--- src/rp2d_pkg.sv ---
// Package for the 7-bit repacking 2D parity encoder.
// Holds the code word type, the per-byte result batch and the row helper.
// No dependencies.
package rp2d_pkg;

   localparam int ROW_BITS = 7;
   localparam int MAX_RESULTS = 3;
   localparam logic [2:0] ROWS_PER_BLOCK = 3'd7;
   localparam logic [2:0] LAST_PHASE = 3'd6;

   typedef logic [ROW_BITS-1:0] row_type;
   typedef logic [ROW_BITS:0] word_type;
   typedef logic [1:0] count_type;

   typedef struct packed {
      word_type [MAX_RESULTS-1:0] words;
      logic [MAX_RESULTS-1:0] parity;
      count_type count;
   } batch_type;

   function automatic word_type make_word(input row_type row);
      return {row, ^row};
   endfunction

endpackage

--- src/rp2d_chan_if.sv ---
// Handshake channel interfaces for the encoder: data byte in, code word out.
// No dependencies.
interface rp2d_req_if;
   logic valid;
   logic ready;
   logic [7:0] data_byte;

   modport source (output valid, output data_byte, input ready);
   modport sink (input valid, input data_byte, output ready);
endinterface

interface rp2d_rsp_if;
   logic valid;
   logic ready;
   logic [7:0] code_word;
   logic is_parity_row;
   logic last_of_run;

   modport source (output valid, output code_word, output is_parity_row,
                   output last_of_run, input ready);
   modport sink (input valid, input code_word, input is_parity_row,
                 input last_of_run, output ready);
endinterface

--- src/rp2d_row_encoder.sv ---
// Row encoder: repacks bytes into 7-bit rows, adds row and column parity.
// Holds the stream state; depends on rp2d_pkg.
module rp2d_row_encoder (
   input  logic               clock,
   input  logic               reset,
   input  logic               load,
   input  logic [7:0]         data_byte,
   output rp2d_pkg::batch_type batch
);
   import rp2d_pkg::*;

   row_type    residue_ff, residue_in;
   logic [2:0] phase_ff, phase_in;
   logic [2:0] row_ff, row_in;
   row_type    acc_ff, acc_in;

   logic [2:0]  nbits;
   logic [3:0]  shift_amt;
   row_type     keep_mask, next_mask;
   logic [13:0] pool;
   logic [13:0] shifted;
   row_type     row_a, row_b;
   logic        two_rows;

   always_comb begin
      nbits = (phase_ff > LAST_PHASE) ? LAST_PHASE : phase_ff;
      shift_amt = {1'b0, nbits} + 4'd1;
      keep_mask = 7'((8'd1 << nbits) - 8'd1);
      next_mask = 7'((8'd1 << shift_amt) - 8'd1);
      pool = {residue_ff[5:0] & keep_mask[5:0], data_byte};
      shifted = pool >> shift_amt;
      row_a = shifted[6:0];
      row_b = pool[6:0];
      two_rows = (nbits == LAST_PHASE);
   end

   always_comb begin
      row_type    acc;
      logic [2:0] idx;
      count_type  k;
      acc = acc_ff ^ row_a;
      idx = row_ff + 3'd1;
      batch.words = '0;
      batch.parity = '0;
      batch.words[0] = make_word(row_a);
      k = 2'd1;
      if (idx == ROWS_PER_BLOCK) begin
         batch.words[1] = make_word(acc);
         batch.parity[1] = 1'b1;
         k = 2'd2;
         acc = '0;
         idx = '0;
      end
      if (two_rows) begin
         batch.words[k] = make_word(row_b);
         k = k + 2'd1;
         acc = acc ^ row_b;
         idx = idx + 3'd1;
         if (idx == ROWS_PER_BLOCK) begin
            batch.words[k] = make_word(acc);
            batch.parity[k] = 1'b1;
            k = k + 2'd1;
            acc = '0;
            idx = '0;
         end
      end
      batch.count = k;
      acc_in = acc;
      row_in = idx;
      phase_in = two_rows ? 3'd0 : shift_amt[2:0];
      residue_in = two_rows ? '0 : (pool[6:0] & next_mask);
   end

   always_ff @(posedge clock) begin
      if (reset) begin
         residue_ff <= '0;
         phase_ff <= '0;
         row_ff <= '0;
         acc_ff <= '0;
      end else if (load) begin
         residue_ff <= residue_in;
         phase_ff <= phase_in;
         row_ff <= row_in;
         acc_ff <= acc_in;
      end
   end

endmodule

--- src/rp2d_out_buffer.sv ---
// Result buffer: holds the up to three code words of one byte and drains
// them one beat per cycle while rsp_ready is high. Depends on rp2d_pkg.
module rp2d_out_buffer (
   input  logic               clock,
   input  logic               reset,
   input  logic               load,
   input  rp2d_pkg::batch_type batch,
   input  logic               rsp_ready,
   output logic               rsp_valid,
   output logic [7:0]         code_word,
   output logic               is_parity_row,
   output logic               last_of_run,
   output logic               room
);
   import rp2d_pkg::*;

   word_type [MAX_RESULTS-1:0] words_ff;
   logic [MAX_RESULTS-1:0]     parity_ff;
   count_type                  count_ff, count_in;
   logic [1:0]                 head_ff, head_in;
   logic                       take;

   assign rsp_valid = (count_ff != 2'd0);
   assign take = rsp_valid && rsp_ready;
   assign room = (count_ff == 2'd0) || ((count_ff == 2'd1) && rsp_ready);
   assign code_word = words_ff[head_ff];
   assign is_parity_row = parity_ff[head_ff];
   assign last_of_run = (count_ff == 2'd1);

   always_comb begin
      count_in = count_ff;
      head_in = head_ff;
      if (load) begin
         count_in = batch.count;
         head_in = 2'd0;
      end else if (take) begin
         count_in = count_ff - 2'd1;
         head_in = head_ff + 2'd1;
      end
   end

   always_ff @(posedge clock) begin
      if (reset) begin
         count_ff <= '0;
         head_ff <= '0;
      end else begin
         count_ff <= count_in;
         head_ff <= head_in;
      end
   end

   always_ff @(posedge clock) begin
      if (load) begin
         words_ff <= batch.words;
         parity_ff <= batch.parity;
      end
   end

endmodule

--- src/seven_bit_repack_2d_parity_encoder_unit.sv ---
// Top level of the 7-bit repacking 2D parity encoder.
// Depends on rp2d_pkg, rp2d_chan_if, rp2d_row_encoder and rp2d_out_buffer.
//
// Usage:
//  req_bus carries one data byte per beat; its bits, MSB first, are cut
//  into 7-bit rows. rsp_bus carries one code word per beat: row bits in
//  7..1 and even parity in bit 0. After every seven data rows a column
//  parity row follows, flagged by is_parity_row. last_of_run marks the
//  final word caused by a byte; each byte gives one to three words.
//  Latency: the first word of a byte is valid the cycle after its beat.
//  Throughput: one word per cycle on rsp_bus while the receiver is ready
//  and bytes keep arriving; a byte holds the output buffer until its last
//  word leaves, and the next byte is taken during the cycle that word
//  leaves, so the number of words each byte gives sets the byte rate.
//  Reset clears the stream state (leftover bits, row count, column parity)
//  and empties the buffer; partial rows stay held until more bytes arrive.
//  When the receiver stalls, the current word holds and req_bus.ready
//  drops once the buffered words of the last byte are not draining.
module seven_bit_repack_2d_parity_encoder_unit (
   input  logic        clock,
   input  logic        reset,
   rp2d_req_if.sink    req_bus,
   rp2d_rsp_if.source  rsp_bus
);
   import rp2d_pkg::*;

   batch_type batch;
   logic      room;
   logic      accept;

   assign req_bus.ready = room;
   assign accept = req_bus.valid && room;

   rp2d_row_encoder u_encoder (
      .clock     (clock),
      .reset     (reset),
      .load      (accept),
      .data_byte (req_bus.data_byte),
      .batch     (batch)
   );

   rp2d_out_buffer u_buffer (
      .clock         (clock),
      .reset         (reset),
      .load          (accept),
      .batch         (batch),
      .rsp_ready     (rsp_bus.ready),
      .rsp_valid     (rsp_bus.valid),
      .code_word     (rsp_bus.code_word),
      .is_parity_row (rsp_bus.is_parity_row),
      .last_of_run   (rsp_bus.last_of_run),
      .room          (room)
   );

endmodule

--- src/flat_wrapper.sv ---
// flat-port wrapper written by rule: the top's interface ports become plain ports
module seven_bit_repack_2d_parity_encoder_unit_flat import rp2d_pkg::*;
  (clock, reset, req_bus_valid, req_bus_data_byte, req_bus_ready, rsp_bus_valid, rsp_bus_code_word, rsp_bus_is_parity_row, rsp_bus_last_of_run, rsp_bus_ready);
  rp2d_req_if req_bus_i ();
  rp2d_rsp_if rsp_bus_i ();
  input  logic clock;
  input  logic reset;
  input wire logic [$bits(req_bus_i.valid)-1:0] req_bus_valid;
  input wire logic [$bits(req_bus_i.data_byte)-1:0] req_bus_data_byte;
  output wire logic [$bits(req_bus_i.ready)-1:0] req_bus_ready;
  output wire logic [$bits(rsp_bus_i.valid)-1:0] rsp_bus_valid;
  output wire logic [$bits(rsp_bus_i.code_word)-1:0] rsp_bus_code_word;
  output wire logic [$bits(rsp_bus_i.is_parity_row)-1:0] rsp_bus_is_parity_row;
  output wire logic [$bits(rsp_bus_i.last_of_run)-1:0] rsp_bus_last_of_run;
  input wire logic [$bits(rsp_bus_i.ready)-1:0] rsp_bus_ready;
  assign req_bus_i.valid = req_bus_valid;
  assign req_bus_i.data_byte = req_bus_data_byte;
  assign req_bus_ready = req_bus_i.ready;
  assign rsp_bus_valid = rsp_bus_i.valid;
  assign rsp_bus_code_word = rsp_bus_i.code_word;
  assign rsp_bus_is_parity_row = rsp_bus_i.is_parity_row;
  assign rsp_bus_last_of_run = rsp_bus_i.last_of_run;
  assign rsp_bus_i.ready = rsp_bus_ready;
  seven_bit_repack_2d_parity_encoder_unit u_core (.clock(clock), .reset(reset), .req_bus(req_bus_i), .rsp_bus(rsp_bus_i));
endmodule
--- config.mk ---
export PLATFORM = sky130hd
export DESIGN_NAME = seven_bit_repack_2d_parity_encoder_unit_flat
export DESIGN_NICKNAME = d
export VERILOG_FILES = /design/src/rp2d_pkg.sv /design/src/rp2d_chan_if.sv /design/src/rp2d_row_encoder.sv /design/src/rp2d_out_buffer.sv /design/src/seven_bit_repack_2d_parity_encoder_unit.sv /design/src/flat_wrapper.sv
export SDC_FILE = /design/constraint.sdc
export NUM_CORES = 1
export LEC_CHECK = 0
export BUFFER_PORTS_ARGS = -buffer_cell sky130_fd_sc_hd__buf_4
export CAP_MARGIN = 20
export CORE_MARGIN = 3
export CORE_UTILIZATION = 60
export CTS_CLUSTER_DIAMETER = 80
export DETAILED_ROUTE_END_ITERATION = 8
export PLACE_DENSITY = 0.87
export SLEW_MARGIN = 20
export SYNTH_ARGS = -nofsm -noshare
export SYNTH_HDL_FRONTEND = slang
export SYNTH_SLANG_ARGS = --single-unit
--- constraint.sdc ---
create_clock -name clock -period 4.32 [get_ports clock]
set_clock_uncertainty 0.2 [all_clocks]
set_input_delay 0.216 -clock clock [delete_from_list [all_inputs] [get_ports clock]]
set_output_delay 0.216 -clock clock [all_outputs]
set_load 0.05 [all_outputs]
Yosys cells after proc, flatten, opt, wreduce, memory -nomap -nowiden --
Cells that the tools add are included.
Word-level totals: output and inout bits 12, bits in registers 50, word-level logic and storage cells 83, bits of input ports 12
Cells by class: muxes and demuxes 30, add/subtract/negate cells 9, equal/unequal tests 4, reduce and logical (&&, ||, !) cells 15, shifts and indexed selects 3, bitwise logic cells 5, magnitude comparators 6
Operator list (count):
- $bwmux 24 | 2
- $demux 8 s2 | 2
- $mux 8 | 4
- $reduce_xor 7->1 | 4
- $mux 27 | 1
- $mux 7 | 3
- $mux 19 | 1
- $bmux 8 s2 | 1
- $mux 3 | 5
- $shr 14x4->7 | 1
- $xor 7x7->7 | 2
- $and 6x6->6 | 2
- $sub 6x1->6 const B | 2
- $mux 2 | 5
- $eq 3x3->1 const B | 3
- $lt 2x3->1 const B | 3
- $add 2x1->2 const B | 3
- $add 3x1->3 const B | 2
- $mux 6 | 1
- $shl 1x3->6 const A | 1
- $shl 1x4->6 const A | 1
- $logic_and 1x1->1 | 5
- $add 3x1->4 const B | 1
- $ge 2x1->1 const B | 2
- other kinds (12) | 15

Longest topological paths before layout --
Gate-level depths: netlist of run 1.
depth in word-level cells 13, depth in mapped cells 11, mapped depth without buffers 10

By module --
Synthesis of run 1 repeated with hierarchy kept, for this count alone.
Unflattened totals: cell total of the unflattened synthesis 376, area, all modules 3573.4 um2
Modules (own cells, without submodules):
- rp2d_row_encoder | instances 1, area each 2343.5 um2, seq. area each 380.4 um2, cells each 291
- rp2d_out_buffer | instances 1, area each 1223.7 um2, seq. area each 890.9 um2, cells each 84
- seven_bit_repack_2d_parity_encoder_unit | instances 1, area each 6.3 um2, seq. area each 0.0 um2, cells each 1

Worst setup path before layout of run 1 --
OpenSTA, ideal clock, no wires.
path type register -> register, from reg u_core.u_buffer.count_ff[0], to reg u_core.u_buffer.parity_ff[1] (enable), data arrival time 2.709 ns, clock period less this slack 3.309 ns, buffers on the path 1, setup time 0.400 ns, cell stages (with the launch flop) 7, slack 1.011 ns, required time 3.720 ns, path through dfxtp_1 > ha_1 > nand2_1 > nand2_1 > nand2_1 > clkinv_1 > clkbuf_1
Between the ends: cells in the longest elaborated chain, start to end 4, elaborated cells on any way between the ends 5, those cells by class eq/ne: 1; reduce/logical: 4
RTL lines:
- start: declaration | RTL line rp2d_out_buffer.sv:19 | count_type count_ff, count_in;
- start signal: assignment | RTL line rp2d_out_buffer.sv:47 | count_ff <= count_in;
- $eq 2x1->1
- named net rsp_bus_last_of_run | RTL line flat_wrapper.sv:14 | output wire logic [$bits(rsp_bus_i.last_of_run)-1:0] rsp_bus_last_of_run;
- $logic_and 1x1->1 | RTL line rp2d_out_buffer.sv:25 | assign room = (count_ff == 2'd0) || ((count_ff == 2'd1) && rsp_ready);
- $logic_or 1x1->1 | RTL line rp2d_out_buffer.sv:25
- named net req_bus_ready | RTL line flat_wrapper.sv:10 | output wire logic [$bits(req_bus_i.ready)-1:0] req_bus_ready;
- $logic_and 1x1->1 | RTL line seven_bit_repack_2d_parity_encoder_unit.sv:32 | assign accept = req_bus.valid && room;
- named net u_core.accept | RTL line seven_bit_repack_2d_parity_encoder_unit.sv:29 | logic accept;
- end signal: assignment | RTL line rp2d_out_buffer.sv:55 | parity_ff <= batch.parity;
- end: declaration | RTL line rp2d_out_buffer.sv:18 | logic [MAX_RESULTS-1:0] parity_ff;
The timed path passes the listed nets, and every way through them passes these cells. A chain may end at the register's enable or synchronous reset.

Worst setup path in the final report of run 1 --
from reg u_core.u_encoder.phase_ff[2], to reg u_core.u_buffer.words_ff[16] (netlist bit), data pin
Between the ends: cells in the longest elaborated chain, start to end 12, elaborated cells on any way between the ends 14, those cells by class add/sub: 2; order compare: 1; eq/ne: 1; shift: 2; mux: 4; bitwise: 3; reduce/logical: 1
RTL lines:
- start: declaration | RTL line rp2d_row_encoder.sv:13 | logic [2:0] phase_ff, phase_in;
- start signal: assignment | RTL line rp2d_row_encoder.sv:82 | phase_ff <= phase_in;
- $gt 3x3->1 | RTL line rp2d_row_encoder.sv:26 | nbits = (phase_ff > LAST_PHASE) ? LAST_PHASE : phase_ff;
- $mux 3 * | RTL line rp2d_row_encoder.sv:26
- $shl 1x3->6 | RTL line rp2d_row_encoder.sv:28 | keep_mask = 7'((8'd1 << nbits) - 8'd1);
- $sub 6x1->6 | RTL line rp2d_row_encoder.sv:28
- $and 6x6->6 | RTL line rp2d_row_encoder.sv:30 | pool = {residue_ff[5:0] & keep_mask[5:0], data_byte};
- $shr 14x4->7 | RTL line rp2d_row_encoder.sv:31 | shifted = pool >> shift_amt;
- $xor 7x7->7 | RTL line rp2d_row_encoder.sv:41 | acc = acc_ff ^ row_a;
- $mux 7 | RTL line rp2d_row_encoder.sv:47 | if (idx == ROWS_PER_BLOCK) begin
- $xor 7x7->7 | RTL line rp2d_row_encoder.sv:57 | acc = acc ^ row_b;
- $reduce_xor 7->1 | RTL line rp2d_pkg.sv:22 | return {row, ^row};
- $bwmux 24 | RTL line rp2d_row_encoder.sv:60 | batch.words[k] = make_word(acc);
- $mux 27 | RTL line rp2d_row_encoder.sv:59 | if (idx == ROWS_PER_BLOCK) begin
- end signal: assignment | RTL line rp2d_out_buffer.sv:54 | words_ff <= batch.words;
- end: declaration | RTL line rp2d_out_buffer.sv:17 | word_type [MAX_RESULTS-1:0] words_ff;
Every way passes the cells marked *; elsewhere a longest branch is shown, timed or not.

==> impl_metrics.json, run 1 <==
{
  "status": "completed",
  "r2r-start": "u_core.u_encoder.phase_ff[2]",
  "endpoint_kind": "flip-flop",
  "grt_pass1_vias": 2507,
  "post_cts_resize_count": 0,
  "arrival_ps": 3370,
  "cts_root_buf": "clkbuf_8",
  "max_slew_margin_pct": 32.62,
  "syn-instance-count": 359,
  "cp.required_ps": 4180,
  "hold_path_class": "in -> reg",
  "drt-pass1-iter-count": 5,
  "io_buffers": 23,
  "routed_wl_um": 7426,
  "grt_max_degree": 30,
  "start_util_pct": 62.54,
  "multi_input_area_um2": 1803,
  "r2r-end": "u_core.u_buffer.words_ff[16]",
  "rows": 26,
  "fillers": 405,
  "clkTransAtPathRegs_ps": 90,
  "gr-usage-all-layers_pct": 24.93,
  "route.vias.total": 2749,
  "ctsHoldBuffers": 0,
  "syn_area_um2": 3214,
  "worst_setup_path_start_kind": "flip-flop",
  "startpoint": "u_core.u_encoder.phase_ff[2]",
  "wl_per_cell_um": 17.11,
  "dieArea_um2": 6272,
  "path_class": "reg -> reg",
  "gp_congestion": 0.9769,
  "maxCapViolCount": 0,
  "max_freq_mhz": 285.3,
  "synth-edff-count": 26,
  "worstMarginPinSlew_ps": 1011,
  "min_period_over_period_pct": 81.15,
  "overflow": 0,
  "postRouteAntennaNets": 0,
  "insertion_delay_ps": 310,
  "slew_viol_final": 0,
  "finalHoldViolCount": 0,
  "crit_end": "u_core.u_buffer.words_ff[16]",
  "core_um2": 5140,
  "grt_first_pass_wirelength_um": 12450,
  "async_flop_share_pct": 0,
  "syn_avg_cell_area_um2": 8.954,
  "numCtsBuffers": 5,
  "final_nets": 382,
  "tns_ps": 0,
  "yosysWarnings": 0,
  "r2r_cells": 7,
  "cts_buffer_depth": 2,
  "htree_levels": 2,
  "antenna_found_initial": 0,
  "ys_seq_elements": 49,
  "ir_worst_vdd_uv": 323.3,
  "die_y_um": 79.20,
  "ff2ff_setup_slack_ps": 810,
  "cts_setup_buffers": 0,
  "holdPathStages": 3,
  "setup_viol": 0,
  "power.leakage_uw": 0.001261,
  "drive_gt1_share_pct": 14.29,
  "crit_fanout": 15,
  "synth-main-ff-cell": "edfxtp_1",
  "rsz0062_at_grt": "no",
  "diodes": 0,
  "synth_fp_nets": 378,
  "drc_errors": 0,
  "finalCriticalPeriod_ps": 3506,
  "drt-initial-drc-count": 340,
  "synth_cell_type_count": 49,
  "cts_sinks": 49,
  "p_per_area_nw_per_um2": 637.9,
  "ios": 24,
  "via_per_inst": 6.334,
  "cts_tree": "done",
  "dp.final_hpwl_um": 5001,
  "ys_seq_area_share_pct": 38.61,
  "die_w_um": 79.20,
  "regArea_um2": 1241,
  "fin_util_pct": 67.96,
  "syn2layout_area_growth_pct": 8.680
}
-- synth_stat cells, types with 10 or more instances --
library cell | n | area share [%]
nor3_1 | 11 | 1.7
nand3_1 | 14 | 2.2
o21ai_0 | 33 | 5.1
edfxtp_1 | 26 | 24
clkbuf_1 | 21 | 2.5
a21oi_1 | 27 | 4.2
nor2_1 | 28 | 3.3
mux2i_1 | 10 | 3.1
nand2_1 | 37 | 4.3
dfxtp_1 | 23 | 14
xnor2_1 | 20 | 5.4
-- layout make-up --
| class | count | share of cell area (%) |
|---|---|---|
| clock buffer | 5 | 1.970 |
| clock inverter | 3 | 1.182 |
| inverter | 9 | 0.9670 |
| multi-input combinational | 269 | 51.61 |
| sequential | 49 | 35.53 |
| tap | 70 | 2.507 |
| timing repair buffer | 29 | 6.232 |
-- worst min path at each step --
stage,from,to,slack [ps]
finish,req_bus_data_byte[1],u_core.u_encoder.residue_ff[1],20
global route,req_bus_data_byte[1],u_core.u_encoder.residue_ff[1],40
CTS,req_bus_data_byte[1],u_core.u_encoder.residue_ff[1],20
detailed placement,u_core.u_encoder.residue_ff[5],u_core.u_encoder.residue_ff[5],260
global placement,u_core.u_buffer.count_ff[1],u_core.u_buffer.count_ff[1],240
floorplan,reset,u_core.u_encoder.acc_ff[3],90
-- power by group --
group,switching (uW),total (uW),internal (uW)
clock network,155,326,170
registers,90.5,722,631
logic,684,1180,497
-- routing by layer --
metal | wire length [um] | vias to the layer above | global-route usage, %
met3 | 558 | 28 | 3.401
met1 | 3021 | 1279 | 32.85
met2 | 3602 | 148 | 41.67
met4 | 243 | 0 | 9.450
met5 | 0 | - | 0
li1 | - | 1294 | -
-- critical path, cell delays in order (launching register included) --
cell and delay (ps):
dfxtp_1 670, nand2_1 460, o22ai_1 310, a211o_1 210
xor2_1 420, xnor3_1 450, xnor3_1 350, a22o_1 200
-- metrics by stage --
step | instances | power, uW | cell area, um2 | hold slack, ps | setup slack (ps)
after global placement | 426 | 1862 | 3383 | 240.4 | 991.8
after detailed placement | 426 | 1898 | 3383 | 260.3 | 937.9
final | 434 | 2228 | 3493 | 22.28 | 814.5
after floorplan | 359 | 1650 | 3214 | 88.14 | 1011
after global routing | 434 | 2355 | 3493 | 38.46 | 601.9
after CTS | 434 | 2219 | 3493 | 17.22 | 881.1
-- state kept, by name, summed over array words and instances, names as in the netlist --
register	count
u_core.u_encoder.residue_ff	6
u_core.u_encoder.row_ff	3
u_core.u_buffer.words_ff	24
u_core.u_buffer.count_ff	2
u_core.u_encoder.phase_ff	3
u_core.u_buffer.parity_ff	2
u_core.u_encoder.acc_ff	7
u_core.u_buffer.head_ff	2
-- logic make-up (layout without fill, tap and decap cells) --
family | after synthesis | after routing | share of synthesized area, %
buf+inv | 41 | 46 | 5.294
mux | 23 | 23 | 8.719
compound gates | 97 | 97 | 18.49
simple gates | 110 | 110 | 15.65
fa+ha+maj | 7 | 7 | 2.725
xor+xnor | 32 | 32 | 10.51
flops | 49 | 49 | 38.61
-- cell usage in the layout, fill, tap and decap left out, drive strengths merged, types with 3 or more instances in the layout --
| cell type | synthesis | final |
|---|---|---|
| xnor3 | 3 | 3 |
| o21ai | 34 | 34 |
| xor2 | 8 | 8 |
| edfxtp | 26 | 26 |
| nor2b | 4 | 4 |
| nand3 | 14 | 14 |
| a311oi | 3 | 3 |
| nor2 | 28 | 28 |
| mux2 | 11 | 11 |
| clkbuf | 21 | 5 |
| o211ai | 3 | 3 |
| ha | 7 | 7 |
| inv | 8 | 8 |
| nand3b | 3 | 3 |
| o311ai | 5 | 5 |
| dfxtp | 23 | 23 |
| buf | 11 | 29 |
| o22ai | 8 | 8 |
| a31o | 3 | 3 |
| mux2i | 10 | 10 |
| nand2b | 6 | 6 |
| nand2 | 37 | 37 |
| xnor2 | 20 | 20 |
| nor3 | 11 | 11 |
| a21oi | 27 | 27 |
No activity file was read; power rests on OpenSTA's default activity.
==> run 2, diff against run 1 <==
- CORE_UTILIZATION: 60 -> 55
- PLACE_DENSITY: 0.87 -> 0.84
- clock period: 4.32 -> 3.1 ns (I/O delays scaled with it)
==> impl_metrics.json, run 2 (synthesis gave the netlist of run 1 again) <==
{
  "status": "completed",
  "route.vias.total": 2841,
  "p_per_area_nw_per_um2": 888.6,
  "clkTransAtPathRegs_ps": 90,
  "io_buffers": 23,
  "cp.required_ps": 2960,
  "rows": 27,
  "grt_first_pass_wirelength_um": 12540,
  "r2r-start": "u_core.u_encoder.phase_ff[0]",
  "r2r-end": "u_core.u_buffer.words_ff[16]",
  "postRouteAntennaNets": 0,
  "grt_pass1_vias": 2635,
  "diodes": 0,
  "grt.met3_usage_pct": 4.447,
  "htree_levels": 2,
  "holdPathStages": 3,
  "endpoint_kind": "flip-flop",
  "setup_viol": 0,
  "grt.busiest_layer": "met2",
  "min_period_over_period_pct": 95.46,
  "final_common_cell": "buf_4",
  "ff2ff_setup_slack_ps": 180,
  "die_w_um": 82.45,
  "insertion_delay_ps": 300,
  "cts_sinks": 49,
  "rsz0062_at_grt": "no",
  "gp_congestion": 0.9452,
  "arrival_ps": 2820,
  "fin_ws_ps": 140.8,
  "start_util_pct": 57.67,
  "worstHoldStart": "req_bus_data_byte[5]",
  "grt_use_met1_pct": 30.00,
  "slew_viol_final": 0,
  "drc_errors": 0,
  "dp.final_hpwl_um": 5358,
  "cts_buffer_depth": 2,
  "antenna_found_initial": 0,
  "wl_per_cell_um": 17.32,
  "reg_top3": "u_core.u_buffer.words_ff (24), u_core.u_encoder.acc_ff (7), u_core.u_encoder.residue_ff (6)",
  "max_freq_mhz": 337.9,
  "grt_max_degree": 27,
  "die_y_um": 82.45,
  "via_per_inst": 6.176,
  "routed_wl_um": 7966,
  "drt-pass1-iter-count": 5,
  "power.leakage_uw": 0.001398,
  "holdPathEnd": "u_core.u_encoder.residue_ff[5]",
  "dieArea_um2": 6797,
  "hold_path_class": "in -> reg",
  "maxCapViolCount": 0,
  "numCtsBuffers": 5,
  "max_slew_margin_pct": 54.86,
  "top_register": "u_core.u_buffer.words_ff",
  "final_nets": 406,
  "core_um2": 5574,
  "finalHoldViolCount": 0,
  "overflow": 0,
  "place_ws_ps": -52.23,
  "path_class": "in -> reg",
  "finalCriticalPeriod_ps": 2959,
  "timing.critical_path.cells": "dlygate4sd3_1, buf_4, mux2_4, o22ai_1, nor2_1, xnor2_1, xor3_2, xnor3_1, a22o_1",
  "drive_gt1_share_pct": 18.81,
  "cp_slowest_stage_delay_ps": 560,
  "largest_reg_flops": 24,
  "worstMarginPinSlew_ps": 675.7,
  "use_met2_pct": 42.23,
  "cts_root_buf": "clkbuf_8",
  "crit_family": "XOR/XNOR gates",
  "worst_setup_path_start_kind": "input port",
  "ir_worst_vdd_uv": 433.7,
  "r2r_cells": 8,
  "crit_slowest_cell": "xor3_2",
  "tns_ps": 0,
  "gr-usage-all-layers_pct": 24.48,
  "cp_num_buf_inv": 2,
  "drt-initial-drc-count": 239,
  "cts_tree": "done",
  "layout_common_cells": "46 x buf_4, 37 x nand2_1, 32 x o21ai_0, 28 x nor2_1, 27 x a21oi_1",
  "syn2layout_area_growth_pct": 16.43,
  "ios": 24,
  "crit_fanout": 10
}
[run 2: final cells by class]
class	instances	area, um2
fill	439	1832
multi-input combinational	269	1810
sequential	49	1245
timing repair buffer	53	425.4
tap	72	90.09
clock buffer	5	68.82
clock inverter	3	68.82
inverter	9	33.78
[run 2: what timing repair did]
| action | in CTS | in global routing |
|---|---|---|
| hold buffers | 5 | 1 |
| endpoints found under the setup margin | 1 | 1 |
| pin swaps | 0 | 1 |
| setup buffers | 0 | 0 |
| resized for setup | 1 | 2 |
| endpoints found under the hold margin | 5 | 1 |
[run 2: per-stage QoR]
step                instance area, um2  util (%)  hold slack (ps)  instances  total power, uW
floorplan                         3216         -            27.14        359             2297
global placement                  3533     63.39            241.1        446             2681
detailed placement                3533     63.39            257.1        446             2750
CTS                               3722     66.78            1.030        459             3310
global route                      3742     67.14            26.52        460             3500
finish                            3742     67.14            18.16        460             3326
[run 2: worst register-to-register path: stages, from the launching register on]
cell,delay (ps)
dfxtp_4,400
buf_12,140
mux2_4,310
o211ai_1,200
o311ai_2,160
xor2_1,220
xnor3_1,490
xnor3_1,360
a22o_1,210
[run 2: where the power goes]
part | leakage, uW | switching, uW | internal (uW)
logic | 0.000886 | 1010 | 768
registers | 0.000444 | 113 | 882
clock network | 0.0000687 | 224 | 325
total | 0.00140 | 1350 | 1980
[run 2: worst max path at each step]
| stage | start | endpoint | cells after the start |
|---|---|---|---|
| 6_report | req_bus_data_byte[4] | u_core.u_buffer.words_ff[16] | 9 |
| 5_1_grt | req_bus_data_byte[4] | u_core.u_buffer.words_ff[16] | 9 |
| 4_1_cts | req_bus_data_byte[4] | u_core.u_buffer.words_ff[16] | 9 |
| 3_5_place_dp | u_core.u_encoder.phase_ff[0] | u_core.u_buffer.words_ff[16] | 7 |
| 3_3_place_gp | u_core.u_encoder.phase_ff[0] | u_core.u_buffer.words_ff[16] | 7 |
| 2_1_floorplan | u_core.u_buffer.count_ff[0] | u_core.u_encoder.row_ff[1] | 9 |
[run 2: per-layer routing]
metal	up-vias	part of all wire, %
met2	134	50
met5	-	0
met4	0	2.7
li1	1345	-
met3	23	6.1
met1	1339	41
==> run 3, diff against run 2 <==
- CORE_UTILIZATION: 55 -> 57
- CTS_BUF_LIST: default -> sky130_fd_sc_hd__clkbuf_4
- PLACE_DENSITY: 0.84 -> 0.86
==> impl_metrics.json, run 3 (synthesis gave the netlist of run 1 again) <==
{
  "clkTransAtPathRegs_ps": 170,
  "worstHoldStart": "req_bus_data_byte[7]",
  "reg_top3": "u_core.u_buffer.words_ff (24), u_core.u_encoder.acc_ff (7), u_core.u_encoder.residue_ff (6)",
  "endpoint_kind": "flip-flop",
  "r2r_cells": 7,
  "die_w_um": 81.10,
  "routed_wl_um": 8018,
  "gp_congestion": 0.9639,
  "core_um2": 5270,
  "arrival_ps": 3030,
  "worstMarginPinSlew_ps": 670.3,
  "clockPowerShare_pct": 10.4,
  "r2r-end": "u_core.u_buffer.words_ff[16]",
  "grt_pass1_vias": 2757,
  "ff2ff_setup_slack_ps": 80,
  "cts_root_buf": "clkbuf_4",
  "swShare_pct": 43.42,
  "io_buffers": 23,
  "rsz0062_at_grt": "no",
  "final_common_cell": "buf_4",
  "syn2layout_area_growth_pct": 16.43,
  "hold_path_class": "in -> reg",
  "drc_errors": 0,
  "p_per_area_nw_per_um2": 834.2,
  "min_period_over_period_pct": 98.60,
  "dp.final_hpwl_um": 5460,
  "gr-usage-all-layers_pct": 25.98,
  "cts_tree": "done",
  "p_seq_share_pct": 32.1,
  "largest_reg_flops": 24,
  "postRouteAntennaNets": 0,
  "fillers": 392,
  "die_y_um": 81.10,
  "postPlaceCellArea_um2": 3518,
  "fin_area_um2": 3742,
  "grt_first_pass_wirelength_um": 13100,
  "dieArea_um2": 6576,
  "grt_max_degree": 29,
  "slew_viol_final": 0,
  "finalCriticalPeriod_ps": 3056,
  "drt-initial-drc-count": 336,
  "internal_power_uw": 1766,
  "power.leakage_uw": 0.001403,
  "cts_sinks": 49,
  "path_class": "in -> reg",
  "crit_fanout": 9,
  "fin_ws_ps": 43.52,
  "diodes": 0,
  "fin_util_pct": 71.01,
  "max_slew_margin_pct": 55.22,
  "place_ws_ps": -121.1,
  "cp.required_ps": 3080,
  "r2r-start": "u_core.u_encoder.phase_ff[0]",
  "startpoint": "req_bus_data_byte[6]",
  "maxCapViolCount": 0,
  "start_util_pct": 60.99,
  "rows": 26,
  "numCtsBuffers": 5,
  "setup_viol": 0,
  "antenna_found_initial": 0,
  "final_nets": 414,
  "wl_per_cell_um": 17.21,
  "max_freq_mhz": 327.2,
  "p_comb_share_pct": 57.6,
  "cts_setup_buffers": 0,
  "holdWs_ps": 163.0,
  "status": "completed",
  "tns_ps": 0,
  "drt-pass1-iter-count": 5,
  "layout_common_cells": "47 x buf_4, 37 x nand2_1, 32 x o21ai_0, 28 x nor2_1, 27 x a21oi_1",
  "via_per_inst": 6.264,
  "htree_levels": 2,
  "route.vias.total": 2919,
  "ios": 24,
  "insertion_delay_ps": 390,
  "top_register": "u_core.u_buffer.words_ff",
  "drive_gt1_share_pct": 19.44,
  "ir_worst_vdd_uv": 467.3,
  "crit_end": "u_core.u_buffer.words_ff[16]",
  "overflow": 0,
  "worst_setup_path_start_kind": "input port",
  "p_sw_uw": 1356,
  "finalHoldViolCount": 0,
  "cts_buffer_depth": 2
}
-- run 3: changes by cell type in the layout (fill, tap and decap cells not counted), moves of 2 or more --
| cell | previous run | this run |
|---|---|---|
| dfxtp_2 | 0 | 2 |
| clkbuf_4 | 0 | 5 |
| dfxtp_1 | 22 | 20 |
| clkbuf_8 | 5 | 0 |
| bufinv_16 | 2 | 0 |
| dlygate4sd3_1 | 6 | 14 |
-- run 3: repair_timing --
| action | 4_1_cts | 5_1_grt |
|---|---|---|
| hold buffers | 14 | 0 |
| hold endpoints to repair | 36 | 0 |
| gates resized for setup | 2 | 5 |
| pin swaps | 0 | 2 |
| endpoints found under the setup margin | 1 | 2 |
-- run 3: layout make-up --
cell class	instances	area [um2]	share of cell area [%]
timing repair buffer	61	493.0	13.17
inverter	9	33.78	0.9027
sequential	49	1247	33.33
clock buffer	5	37.54	1.003
clock inverter	3	25.02	0.6687
multi-input combinational	269	1818	48.58
tap	70	87.58	2.340
-- run 3: power groups by stage --
stage | Clock [uW] | Sequential, uW | Combinational, uW
3_3_place_gp | 0 | 1000 | 1680
4_1_cts | 326 | 997 | 1770
3_5_place_dp | 0 | 1010 | 1740
2_1_floorplan | 0 | 957 | 1340
5_1_grt | 356 | 1020 | 1930
6_report | 324 | 1000 | 1800
-- run 3: worst min-delay path by stage --
stage | end | slack (ps) | cells past startpoint
floorplan | u_core.u_encoder.acc_ff[3] | 30 | 1
global placement | u_core.u_buffer.count_ff[1] | 240 | 2
detailed placement | u_core.u_buffer.count_ff[1] | 250 | 2
CTS | u_core.u_buffer.words_ff[1] | 150 | 4
global route | u_core.u_buffer.words_ff[3] | 160 | 4
finish | u_core.u_buffer.words_ff[3] | 160 | 4
-- run 3: per-stage QoR --
step                      std cells  power, uW
after floorplan                 359       2297
after global placement          444       2680
after detailed placement        444       2753
after CTS                       466       3095
after global routing            466       3302
final                           466       3122
-- run 3: critical path: stages --
cell and delay (ps):
dlygate4sd3_1 560, buf_4 180, mux2_2 290, mux4_2 510
xor2_2 200, xnor3_1 460, xor3_2 250, xnor3_1 210
a22o_1 210
-- run 3: metal layers --
metal  vias up  global-route usage, %  share of wire, %
met3        23                  4.989               7.9
met5         -                      0                 0
met2       174                  44.83                51
met1      1360                  31.66                39
met4         0                  10.81               2.1
li1       1362                      -                 -
